`src/rtl/core/flpi_pkg.sv`:
```
// package: types, widths and constants of the flow pi loop with self-calibration
package flpi_pkg;

  localparam int FRAC_BITS      = 8;
  localparam int GAIN_FRAC      = 12;
  localparam int SETTLE_SAMPLES = 10;

  localparam int FLOW_W     = 14;
  localparam int GAIN_W     = 16;
  localparam int LIMIT_W    = 20;
  localparam int DUTY_W     = 8;
  localparam int EST_W      = 16;
  localparam int EST_FRAC   = 8;
  localparam int SETTLE_W   = 8;
  localparam int CFG_IDX_W  = 3;
  localparam int CFG_DATA_W = 20;

  localparam int ERR_W    = FLOW_W + 1;
  localparam int SUM_W    = 22;
  localparam int PROD_W   = GAIN_W + SUM_W;
  localparam int ACC_W    = PROD_W + 2;
  localparam int ACCUM_W  = DUTY_W + FRAC_BITS;
  localparam int PI_SHIFT = GAIN_FRAC - FRAC_BITS;
  localparam int DIV_W    = FLOW_W + EST_FRAC;
  localparam int DCNT_W   = $clog2(DIV_W);

  // blend divide by five as a reciprocal multiply, exact for every blend value
  localparam int BLEND_W     = EST_W + 3;
  localparam int RECIP_W     = 19;
  localparam int RECIP_SHIFT = 21;
  localparam int CAL_PROD_W  = BLEND_W + RECIP_W;
  localparam logic [RECIP_W-1:0] CAL_RECIP = RECIP_W'(419431);

  typedef enum logic [CFG_IDX_W-1:0] {
    CFG_TARGET_FLOW  = 3'd0,
    CFG_PROP_GAIN    = 3'd1,
    CFG_INTEG_GAIN   = 3'd2,
    CFG_INTEG_LIMIT  = 3'd3,
    CFG_PWM_FLOOR    = 3'd4,
    CFG_PWM_CEILING  = 3'd5,
    CFG_SETTLE_TOL   = 3'd6,
    CFG_SEED_FPS     = 3'd7
  } cfg_idx_e;

  typedef enum logic [3:0] {
    ST_IDLE,
    ST_CAND,
    ST_MULI,
    ST_ROUND,
    ST_SUM,
    ST_DUTY,
    ST_DIVF,
    ST_NF,
    ST_EST,
    ST_OUT
  } state_e;

  typedef struct packed {
    logic [FLOW_W-1:0] measured_flow;
    logic              run;
    logic              restart;
  } in_t;

  typedef struct packed {
    logic [DUTY_W-1:0] pwm_duty;
    logic              at_limit;
    logic              calibrated;
    logic [EST_W-1:0]  flow_per_step;
  } out_t;

endpackage

```
`src/rtl/core/flow_pi_loop_with_self_calibration_core.sv`:
```
// top level: sequenced pi flow loop with anti-windup and flow per step calibration
//
// usage:
//   in channel (in_valid_i, in_stall_o, in_data_i) takes one flow sample per
//   transaction; out channel (out_valid_o, out_stall_i, out_data_o) returns
//   exactly one result per sample, in order.
//   the config port writes register cfg_idx_i with cfg_wdata_i whenever cfg_we_i
//   is high; write only while no sample is in flight. a seed write also loads
//   the flow per step estimate.
// timing:
//   one sample at a time. a sample with run low skips the pi update; a pi
//   update steps through the cand, muli, round, sum and duty states, and a
//   calibrating sample then runs a one bit per cycle restoring divider for
//   flow/duty, 22 steps, then divides the blend by five with a reciprocal
//   multiply. pi products share one 16x22 multiplier, proportional then integral.
// reset:
//   config registers take defaults, loop state is cleared; payload is not reset.
// stall:
//   a finished result waits in the output register; the block accepts the next
//   sample meanwhile and holds its following result until the register frees.
module flow_pi_loop_with_self_calibration_core (
  input  logic                                clk_i,
  input  logic                                rst_ni,
  input  logic                                in_valid_i,
  output logic                                in_stall_o,
  input  flpi_pkg::in_t                       in_data_i,
  output logic                                out_valid_o,
  input  logic                                out_stall_i,
  output flpi_pkg::out_t                      out_data_o,
  input  logic                                cfg_we_i,
  input  logic [flpi_pkg::CFG_IDX_W-1:0]      cfg_idx_i,
  input  logic [flpi_pkg::CFG_DATA_W-1:0]     cfg_wdata_i
);
  import flpi_pkg::*;

  localparam logic signed [ACC_W-1:0] PI_HALF    = (ACC_W'(1) << PI_SHIFT) >> 1;
  localparam logic signed [ACC_W-1:0] PI_THREE   = ACC_W'(3) << FRAC_BITS;
  localparam logic [ACCUM_W:0]        DUTY_HALF  = (ACCUM_W+1)'(1) << (FRAC_BITS - 1);
  localparam logic [DCNT_W-1:0]       DCNT_LAST  = DCNT_W'(DIV_W - 1);

  // configuration registers
  logic [FLOW_W-1:0]        target_flow_q;
  logic signed [GAIN_W-1:0] prop_gain_q;
  logic signed [GAIN_W-1:0] integ_gain_q;
  logic [LIMIT_W-1:0]       integ_limit_q;
  logic [DUTY_W-1:0]        pwm_floor_q;
  logic [DUTY_W-1:0]        pwm_ceiling_q;
  logic [FLOW_W-1:0]        settle_tol_q;

  // loop state and sequencer datapath
  state_e                   state_q, state_d;
  logic [ACCUM_W-1:0]       accum_q, accum_d;
  logic signed [SUM_W-1:0]  error_sum_q, error_sum_d;
  logic [SETTLE_W-1:0]      settle_q, settle_d;
  logic [DUTY_W-1:0]        duty_now_q, duty_now_d;
  logic [EST_W-1:0]         est_q, est_d;
  logic [FLOW_W-1:0]        flow_q, flow_d;
  logic signed [ERR_W-1:0]  err_q, err_d;
  logic signed [SUM_W-1:0]  cand_q, cand_d;
  logic signed [ACC_W-1:0]  acc_q, acc_d;
  logic                     cal_q, cal_d;
  logic [DUTY_W-1:0]        rem_q, rem_d;
  logic [DIV_W-1:0]         quo_q, quo_d;
  logic [DUTY_W-1:0]        dvs_q, dvs_d;
  logic [DCNT_W-1:0]        cnt_q, cnt_d;
  logic                     out_valid_q, out_valid_d;
  out_t                     out_q, out_d;

  // combinational helpers
  logic                     in_acc_w;
  logic                     out_free_w;
  logic                     out_load_w;
  logic                     cal_start_w;
  logic                     div_last_w;
  logic signed [GAIN_W-1:0] mul_a_w;
  logic signed [SUM_W-1:0]  mul_b_w;
  logic signed [PROD_W-1:0] prod_w;
  logic signed [SUM_W:0]    t_w, lim_w;
  logic signed [ACC_W-1:0]  rnd_w, pi_w, nsum_w, lo_s_w, hi_s_w;
  logic [ACCUM_W-1:0]       lo_w, hi_w;
  logic [ACCUM_W:0]         dr_w;
  logic [DUTY_W-1:0]        duty_w, usable_w;
  logic                     lim_hit_w;
  logic [ERR_W-1:0]         mag_w;
  logic                     settled_w;
  logic [SETTLE_W-1:0]      settle_inc_w;
  logic [DUTY_W:0]          rem_sh_w;
  logic                     ge_w;
  logic [EST_W-1:0]         quo_sat_w;
  logic [EST_W+2:0]         blend_w;
  logic [CAL_PROD_W-1:0]    cal_prod_w;

  assign in_acc_w   = in_valid_i && !in_stall_o;
  assign out_free_w = !out_valid_q || !out_stall_i;
  assign div_last_w = (cnt_q == DCNT_LAST);

  // next state
  always_comb begin
    state_d = state_q;
    case (state_q)
      ST_IDLE:  if (in_valid_i) state_d = in_data_i.run ? ST_CAND : ST_OUT;
      ST_CAND:  state_d = ST_MULI;
      ST_MULI:  state_d = ST_ROUND;
      ST_ROUND: state_d = ST_SUM;
      ST_SUM:   state_d = ST_DUTY;
      ST_DUTY:  state_d = cal_start_w ? ST_DIVF : ST_OUT;
      ST_DIVF:  if (div_last_w) state_d = ST_NF;
      ST_NF:    state_d = ST_EST;
      ST_EST:   state_d = ST_OUT;
      ST_OUT:   if (out_free_w) state_d = ST_IDLE;
      default:  state_d = ST_IDLE;
    endcase
  end

  // sequencer outputs
  always_comb begin
    in_stall_o = 1'b1;
    out_load_w = 1'b0;
    mul_a_w    = prop_gain_q;
    mul_b_w    = SUM_W'(err_q);
    case (state_q)
      ST_IDLE: in_stall_o = 1'b0;
      ST_MULI: begin
        mul_a_w = integ_gain_q;
        mul_b_w = cand_q;
      end
      ST_OUT:  out_load_w = out_free_w;
      default: in_stall_o = 1'b1;
    endcase
  end

  // shared multiplier
  assign prod_w = mul_a_w * mul_b_w;

  // integral candidate
  assign t_w   = (SUM_W+1)'(error_sum_q) + (SUM_W+1)'(err_q);
  assign lim_w = signed'((SUM_W+1)'(integ_limit_q));

  // pi rounding and zero flow clamp
  assign rnd_w = acc_q + PI_HALF;
  always_comb begin
    pi_w = rnd_w >>> PI_SHIFT;
    if (flow_q == '0) begin
      if (pi_w > PI_THREE) pi_w = PI_THREE;
      if (pi_w < -PI_THREE) pi_w = -PI_THREE;
    end
  end

  // accumulator clamp
  assign lo_w   = {pwm_floor_q, {FRAC_BITS{1'b0}}};
  assign hi_w   = {pwm_ceiling_q, {FRAC_BITS{1'b0}}};
  assign lo_s_w = signed'(ACC_W'(lo_w));
  assign hi_s_w = signed'(ACC_W'(hi_w));
  assign nsum_w = signed'(ACC_W'(accum_q)) + acc_q;

  // duty and settle decision
  assign dr_w         = {1'b0, accum_q} + DUTY_HALF;
  assign duty_w       = dr_w[FRAC_BITS +: DUTY_W];
  assign lim_hit_w    = (duty_w == pwm_floor_q) || (duty_w == pwm_ceiling_q);
  assign mag_w        = err_q[ERR_W-1] ? ERR_W'(-err_q) : ERR_W'(err_q);
  assign settled_w    = (mag_w <= ERR_W'(settle_tol_q)) && !lim_hit_w &&
                        (duty_w > pwm_floor_q);
  assign settle_inc_w = settle_q + SETTLE_W'(1);
  assign cal_start_w  = settled_w && (settle_inc_w >= SETTLE_W'(SETTLE_SAMPLES));
  assign usable_w     = duty_w - pwm_floor_q;

  // restoring divider step
  assign rem_sh_w  = {rem_q, quo_q[DIV_W-1]};
  assign ge_w      = rem_sh_w >= {1'b0, dvs_q};
  assign quo_sat_w = (quo_q[DIV_W-1:EST_W] != '0) ? {EST_W{1'b1}} : quo_q[EST_W-1:0];
  assign blend_w   = {1'b0, est_q, 2'b00} + (EST_W+3)'(quo_sat_w) + (EST_W+3)'(2);

  // blend divided by five
  assign cal_prod_w = CAL_PROD_W'(quo_q[BLEND_W-1:0]) * CAL_PROD_W'(CAL_RECIP);

  always_comb begin
    accum_d     = accum_q;
    error_sum_d = error_sum_q;
    settle_d    = settle_q;
    duty_now_d  = duty_now_q;
    est_d       = est_q;
    flow_d      = flow_q;
    err_d       = err_q;
    cand_d      = cand_q;
    acc_d       = acc_q;
    cal_d       = cal_q;
    rem_d       = rem_q;
    quo_d       = quo_q;
    dvs_d       = dvs_q;
    cnt_d       = cnt_q;
    case (state_q)
      ST_IDLE: begin
        if (in_acc_w) begin
          flow_d = in_data_i.measured_flow;
          err_d  = signed'(ERR_W'(target_flow_q)) - signed'(ERR_W'(in_data_i.measured_flow));
          cal_d  = 1'b0;
          if (in_data_i.restart) begin
            error_sum_d = '0;
            accum_d     = lo_w;
            duty_now_d  = pwm_floor_q;
            settle_d    = '0;
          end
        end
      end
      ST_CAND: begin
        if (flow_q == '0) begin
          cand_d = error_sum_q;
        end else if (t_w < -lim_w) begin
          cand_d = SUM_W'(-lim_w);
        end else if (t_w > lim_w) begin
          cand_d = SUM_W'(lim_w);
        end else begin
          cand_d = SUM_W'(t_w);
        end
        acc_d = ACC_W'(prod_w);
      end
      ST_MULI:  acc_d = acc_q + ACC_W'(prod_w);
      ST_ROUND: acc_d = pi_w;
      ST_SUM: begin
        if (nsum_w < lo_s_w) begin
          accum_d = lo_w;
        end else if (nsum_w > hi_s_w) begin
          accum_d = hi_w;
        end else begin
          accum_d = ACCUM_W'(nsum_w);
        end
      end
      ST_DUTY: begin
        duty_now_d = duty_w;
        if (!lim_hit_w) error_sum_d = cand_q;
        if (!settled_w || cal_start_w) begin
          settle_d = '0;
        end else begin
          settle_d = settle_inc_w;
        end
        rem_d = '0;
        quo_d = DIV_W'({flow_q, {EST_FRAC{1'b0}}}) + DIV_W'(usable_w[DUTY_W-1:1]);
        dvs_d = usable_w;
        cnt_d = '0;
      end
      ST_DIVF: begin
        rem_d = ge_w ? DUTY_W'(rem_sh_w - {1'b0, dvs_q}) : DUTY_W'(rem_sh_w);
        quo_d = {quo_q[DIV_W-2:0], ge_w};
        cnt_d = cnt_q + DCNT_W'(1);
      end
      ST_NF: begin
        quo_d = DIV_W'(blend_w);
      end
      ST_EST: begin
        est_d = cal_prod_w[RECIP_SHIFT +: EST_W];
        cal_d = 1'b1;
      end
      default: cal_d = cal_q;
    endcase
    if (cfg_we_i && (cfg_idx_e'(cfg_idx_i) == CFG_SEED_FPS)) begin
      est_d = cfg_wdata_i[EST_W-1:0];
    end
  end

  // output register
  always_comb begin
    out_d       = out_q;
    out_valid_d = out_valid_q && out_stall_i;
    if (out_load_w) begin
      out_valid_d         = 1'b1;
      out_d.pwm_duty      = duty_now_q;
      out_d.at_limit      = (duty_now_q == pwm_floor_q) || (duty_now_q == pwm_ceiling_q);
      out_d.calibrated    = cal_q;
      out_d.flow_per_step = est_q;
    end
  end

  assign out_valid_o = out_valid_q;
  assign out_data_o  = out_q;

  always_ff @(posedge clk_i or negedge rst_ni) begin
    if (!rst_ni) begin
      state_q       <= ST_IDLE;
      out_valid_q   <= 1'b0;
      target_flow_q <= '0;
      prop_gain_q   <= GAIN_W'(2048);
      integ_gain_q  <= GAIN_W'(410);
      integ_limit_q <= LIMIT_W'(1000);
      pwm_floor_q   <= DUTY_W'(30);
      pwm_ceiling_q <= DUTY_W'(255);
      settle_tol_q  <= FLOW_W'(20);
      accum_q       <= '0;
      error_sum_q   <= '0;
      settle_q      <= '0;
      duty_now_q    <= '0;
      est_q         <= '0;
      cal_q         <= 1'b0;
      cnt_q         <= '0;
    end else begin
      state_q     <= state_d;
      out_valid_q <= out_valid_d;
      accum_q     <= accum_d;
      error_sum_q <= error_sum_d;
      settle_q    <= settle_d;
      duty_now_q  <= duty_now_d;
      est_q       <= est_d;
      cal_q       <= cal_d;
      cnt_q       <= cnt_d;
      if (cfg_we_i) begin
        case (cfg_idx_e'(cfg_idx_i))
          CFG_TARGET_FLOW: target_flow_q <= cfg_wdata_i[FLOW_W-1:0];
          CFG_PROP_GAIN:   prop_gain_q   <= cfg_wdata_i[GAIN_W-1:0];
          CFG_INTEG_GAIN:  integ_gain_q  <= cfg_wdata_i[GAIN_W-1:0];
          CFG_INTEG_LIMIT: integ_limit_q <= cfg_wdata_i[LIMIT_W-1:0];
          CFG_PWM_FLOOR:   pwm_floor_q   <= cfg_wdata_i[DUTY_W-1:0];
          CFG_PWM_CEILING: pwm_ceiling_q <= cfg_wdata_i[DUTY_W-1:0];
          CFG_SETTLE_TOL:  settle_tol_q  <= cfg_wdata_i[FLOW_W-1:0];
          default: ;
        endcase
      end
    end
  end

  // payload registers
  always_ff @(posedge clk_i) begin
    flow_q <= flow_d;
    err_q  <= err_d;
    cand_q <= cand_d;
    acc_q  <= acc_d;
    rem_q  <= rem_d;
    quo_q  <= quo_d;
    dvs_q  <= dvs_d;
    out_q  <= out_d;
  end

  a_busy_after_accept: assert property (@(posedge clk_i) disable iff (!rst_ni)
    in_valid_i && !in_stall_o |=> in_stall_o)
    else $error("block took a transaction without going busy");

  a_cal_off_limit: assert property (@(posedge clk_i) disable iff (!rst_ni)
    out_valid_o && out_data_o.calibrated |-> !out_data_o.at_limit)
    else $error("calibrated result with duty on a limit");

  a_settle_cleared_on_cal: assert property (@(posedge clk_i) disable iff (!rst_ni)
    state_q == ST_DIVF |-> settle_q == '0)
    else $error("settle counter not cleared during calibration");

endmodule

```
`config.mk`:
```
export PLATFORM = sky130hd
export DESIGN_NAME = flow_pi_loop_with_self_calibration_core
export DESIGN_NICKNAME = d
export VERILOG_FILES = /design/src/rtl/core/flpi_pkg.sv /design/src/rtl/core/flow_pi_loop_with_self_calibration_core.sv
export SDC_FILE = /design/constraint.sdc
export NUM_CORES = 2
export LEC_CHECK = 0
export BUFFER_PORTS_ARGS = -buffer_cell sky130_fd_sc_hd__buf_2
export CAP_MARGIN = 20
export CORE_MARGIN = 3
export CORE_UTILIZATION = 55
export CTS_BUF_LIST = sky130_fd_sc_hd__clkbuf_16
export CTS_CLUSTER_DIAMETER = 100
export DETAILED_ROUTE_END_ITERATION = 10
export HOLD_SLACK_MARGIN = 0.03
export PLACE_DENSITY = 0.82
export SETUP_SLACK_MARGIN = 0.05
export SLEW_MARGIN = 20
export SYNTH_ARGS = -nofsm -noshare
export SYNTH_HDL_FRONTEND = slang
export SYNTH_SLANG_ARGS = --single-unit
```
`constraint.sdc`:
```
create_clock -name clk_i -period 21.5 [get_ports clk_i]
set_clock_uncertainty 0.1 [all_clocks]
set_input_delay 4.3 -clock clk_i [delete_from_list [all_inputs] [get_ports clk_i]]
set_output_delay 4.3 -clock clk_i [all_outputs]
set_load 0.005 [all_outputs]
```
* Yosys cells after proc, flatten, opt, wreduce, memory -nomap -nowiden *
Index checks and enable logic that the tools add are counted.

operators by class
  equality and inequality tests = 27
  $lt $le $gt $ge = 10
  multiplexer cells = 45
  add/sub/neg operators = 15
  reductions and logical operators = 38
  $mul = 2

operators by type and width
  cell                      count
  $mux W40                  4
  $mux W22                  7
  $mux W16                  8
  $pmux W40 S3              1
  $pmux W22 S3              1
  $mux W8                   6
  $pmux W8 S2               3
  $pmux W22 S2              1
  $add A17 B40 Y40          1
  $add A40 B38 Y40          1
  $add A40 B5 Y40 const B   1
  $gt A40 B17 Y1            1
  $lt A40 B11 Y1 const B    1
  $lt A40 B17 Y1            1
  $pmux W4 S10              1
  $mul A16 B22 Y38          1
  $mul A19 B19 Y37 const B  1
  $gt A36 B11 Y1 const B    1
  $eq A8 B8 Y1              4
  $pmux W16 S2              1
  $add A22 B15 Y23          1
  $gt A23 B21 Y1            1
  $lt A23 B23 Y1            1
  $neg A20 Y23              1
  39 further kinds          87

storage, ports and cells
  logic and storage cells = 164
  bits in registers = 332

* Longest topological paths before layout *
  word-level depth = 10
  mapped depth = 42
  gate-level depth less buffers = 39

* Worst setup path after synthesis *
OpenSTA, ideal clock, no wires.

  path kind = reg-to-reg
  start = register state_q[2]
  end = register acc_q[39] (data pin)
  cell stages (with the launch flop) = 41
  period minus slack after synthesis = 9.713 ns
  buffers on the path = 3
  arrival = 9.466 ns
  data required time = 21.253 ns
  setup time = 0.147 ns
  setup slack = 11.787 ns
  path through = dfrtp_1 -> nor2_1 -> nand2_1 -> nor2_1 -> clkbuf_1 -> clkbuf_1 -> mux2i_1 -> nor2_1 -> fa_1 -> inv_1 -> fa_1 -> inv_1 -> fa_1 -> inv_1 -> fa_1 -> inv_1 -> fa_1 -> inv_1 -> [5 not listed] -> a22o_1 -> o21a_1 -> o31ai_1 -> nor2b_1 -> xnor2_1 -> ha_1 -> clkbuf_1 -> a21oi_1 -> o21ai_0 -> a21oi_1 -> o31ai_1 -> a21oi_1 -> o21ai_1 -> or4_1 -> a31o_1 -> a21oi_1 -> xnor3_1 -> o21bai_1

on the way
  cells in the longest elaborated chain, start to end = 5

RTL lines
  element                                      RTL line                                                                                        RTL
  start: declaration                           flow_pi_loop_with_self_calibration_core.sv:51                                                   state_e state_q, state_d;
  start signal: assignment                     flow_pi_loop_with_self_calibration_core.sv:295                                                  state_q <= state_d;
  $eq A4 B2 Y1                                 flow_pi_loop_with_self_calibration_core.sv:121, flow_pi_loop_with_self_calibration_core.sv:191
  $mux W16 / $mux W22 (equally long branches)  flow_pi_loop_with_self_calibration_core.sv:121                                                  case (state_q)
  $mul A16 B22 Y38                             flow_pi_loop_with_self_calibration_core.sv:133                                                  assign prod_w = mul_a_w * mul_b_w;
  $add A40 B38 Y40                             flow_pi_loop_with_self_calibration_core.sv:217                                                  ST_MULI: acc_d = acc_q + ACC_W'(prod_w);
  $pmux W40 S3 (*)                             flow_pi_loop_with_self_calibration_core.sv:191                                                  case (state_q)
  net acc_d[39]                                flow_pi_loop_with_self_calibration_core.sv:60                                                   logic signed [ACC_W-1:0] acc_q, acc_d;
  end signal: assignment                       flow_pi_loop_with_self_calibration_core.sv:324                                                  acc_q <= acc_d;
  end: declaration                             flow_pi_loop_with_self_calibration_core.sv:60

Mark *: on every way through the listed nets, which the timed path passes. The rest lies on a longest branch.
A chain may end at the register's enable or synchronous reset.

* Final worst setup path *
Same ends and word-level chain as after synthesis.

==> results.md <==
- Met3 Wirelength: between 10 and 15 mm
- Count of pins on the block boundary: 72
- Minimum clock period: between 10,000 and 15,000 ps
- Area share of the largest cell type after synthesis: 0.223
- Fin crit share: 0.546
- Total wire length after detailed routing: ~120 mm
- Biggest cell delay along the critical path: 960 ps
- DR WL met2: 56.3 mm
- Highest clock rate: roughly 85 MHz
- Endpoints failing hold: 0
- Wire length of the first global-routing pass: 198 mm
- Netlist Area Pre-Place: roughly 44,000 um2
- Clock-pin slew on the worst setup and hold paths: roughly 60 ps
- Average wire per standard cell: about 21 um
- Worst endpoint data arrival time: between 10,000 and 15,000 ps
- Placeable core region: roughly 78,000 um2
- Class of the most critical hold timing path: reg -> reg
- Avg Inst Size Synth: just over 9 um2
- Number of global-route vias before repair: between 30,000 and 40,000
- RePlAce Congestion: a little under 1
- Worst-case hold slack: between 300 and 400 ps
- Crit Path Max Fanout: 68
- Standard-cell row count: approximately 100
- Cells after Synth: ~4,800
- Share of flip-flops with an asynchronous set or reset after synthesis: 0.533
- # hold bufs at CTS: 0
- Most frequent cells in the layout: inv_1 (811), nand2_1 (523), fa_1 (487)
- Resize count post-CTS: 0
- Chip Width: slightly below 300 um
- Status: finished clean
- Initial core utilization: 0.561
- Postcts setup bufs: 0
- Setup_tns: 0 ps
- RSZ-0062 raised after global routing: false
- TritonCTS clock tree: built
- Clock buffer depth: 3
- Most frequent standard cell in the layout excluding fill and tap cells: inv_1
- Cts bufs inserted: 40
- Ys Warns: 0
- Final cell count without fillers: around 5,900
- Slowest CP cell: mux2i_1
- Part of the Yosys area used for sequential elements: 0.208
- Nets: around 5,800
- Number of distinct library cells after synthesis: roughly 110
- Height of the chip: ~290 um
- Crit path kind: reg -> reg
- Detailed-route wire length on metal 1: around 48 mm
- Root buffer cell: clkbuf_16
- # H-tree levels: 2
- Detailed-route vias per instance: between 6 and 7
- Top area cells in the synthesized netlist: fa_1 (22%), ha_1 (13%), edfxtp_1 (11%), dfrtp_1 (8.6%), inv_1 (6.9%)
- Overall die area: ~83,000 um2
- Category of the worst setup path capture point: flip-flop
- First-pass iteration count of the detailed router: 7
- Number of failing setup endpoints in the final timing report: 0
- Placed cell count: 5,828
- Count of flip-flops with a built-in enable after synthesis: 155
- Post-Synthesis Net Count: about 5,800
- DRC violation total after the first TritonRoute iteration: between 3,000 and 4,000
- Highest routed layer: met4
- # port buffers: 71
- Most instantiated flip-flop cell in the synthesis netlist: edfxtp_1
- Type of origin of the critical path: flip-flop
- Relative area change from synthesis to final layout: 6.12%
- Total routing resource utilization after global routing: 0.302
- Drt drc: 0
- Tightest Pin Transition: between 1000 and 1500 ps
- Data required time at the worst endpoint: between 20,000 and 25,000 ps
- Antenna violations before repair: 4
- Number of max-cap violations: 0
- Dpl hpwl: approximately 97 mm
- Via count: approximately 36,000
- Clock sink count: approximately 330
- Worst-skew pair later-pin latency: between 600 and 700 ps
- Fillers: about 6,600
- Slew headroom: 0.220
- Layout cells sized above 1: 0.0761
- Largest net degree at the start of global routing: ~70
- Post-route antenna net violation count: 0
- Pins over their slew limit: 0
- Cell taking the most area after synthesis: fa_1
- Total gr overflow: 0
- Number of synthesized register bits: 332
-- metal layers --
metal | track usage | vias to the layer above
met2 | 0.487 | 1808
met1 | 0.389 | 17345
li1 | - | 16140
met5 | 0 | -
met3 | 0.0664 | 425
met4 | 0.138 | 0
-- state kept, by name, summed over array words and instances (netlist names), 14 cells and up --
| signal | count |
|---|---|
| settle_tol_q | 14 |
| integ_gain_q | 16 |
| err_q | 15 |
| error_sum_q | 22 |
| out_data_o | 26 |
| integ_limit_q | 20 |
| prop_gain_q | 16 |
| acc_q | 40 |
| est_q | 16 |
| cand_q | 22 |
| flow_q | 14 |
| accum_q | 16 |
| target_flow_q | 14 |
| quo_q | 22 |
-- layout make-up --
cell class	count	area (um2)	area share
timing repair buffer	104	616	0.0132
inverter	803	3010	0.0649
tap	1040	1300	0.0280
sequential	332	9120	0.196
clock buffer	41	1030	0.0221
clock inverter	32	292	0.00627
antenna	2	5.00	0.000108
multi-input combinational	3549	31100	0.669
-- synthesized netlist by cell type, drive strengths merged, types with 63 or more instances --
master	number
inv	801
nand2	524
fa	487
ha	451
nor2	365
o21ai	260
a21oi	217
xnor2	190
edfxtp	155
dfrtp	151
clkbuf	122
nand3	103
mux2	91
a21o	68
nor3	65
nand4	64
xor2	63
-- critical path: cells and delay by family, from the launching register on --
family | cells | cell delay [ps]
multiplexers | 1 | 960
XOR/XNOR | 2 | 470
AO/OA/AOI/OAI | 15 | 2790
flip-flops | 1 | 510
buffers and inverters | 8 | 1360
adder cells (fa/ha/maj) | 8 | 3810
AND/OR/NAND/NOR | 5 | 1550
-- cell families (layout without fill, tap and decap cells) --
family	after synthesis	count (layout)	synth area share
multiplexers	141	141	0.0348
adder cells (fa/ha/maj)	938	938	0.351
other	0	2	0
AND/OR/NAND/NOR	1359	1359	0.144
XOR/XNOR	254	254	0.0511
AO/OA/AOI/OAI	857	857	0.127
flip-flops	332	332	0.208
buffers and inverters	958	980	0.0838
-- path summary, 6_finish.rpt --
kind	start	endpoint	slack (ps)	cells after the start
worst max-delay path	state_q[2]	acc_q[39]	9750	39
worst min-delay path	est_q[12]	out_data_o[12]	390	0
worst max register to register	state_q[2]	acc_q[39]	9750	39
worst min register to register	est_q[12]	out_data_o[12]	390	0
max in group asynchronous	rst_ni	integ_gain_q[14]	15630	3
min in group asynchronous	rst_ni	est_q[2]	3540	1
-- metrics by stage --
step	util	worst slack [ps]	instance area (um2)
after floorplan	-	11790	43800
after global placement	0.578	10150	45100
after detailed placement	0.578	9900	45100
after CTS	0.595	9840	46400
after global routing	0.595	9080	46500
final	0.595	9750	46500
Power is left out: the tool's default activity adds up to more than one toggle a clock period on the data nets, which glitch-free logic cannot reach.
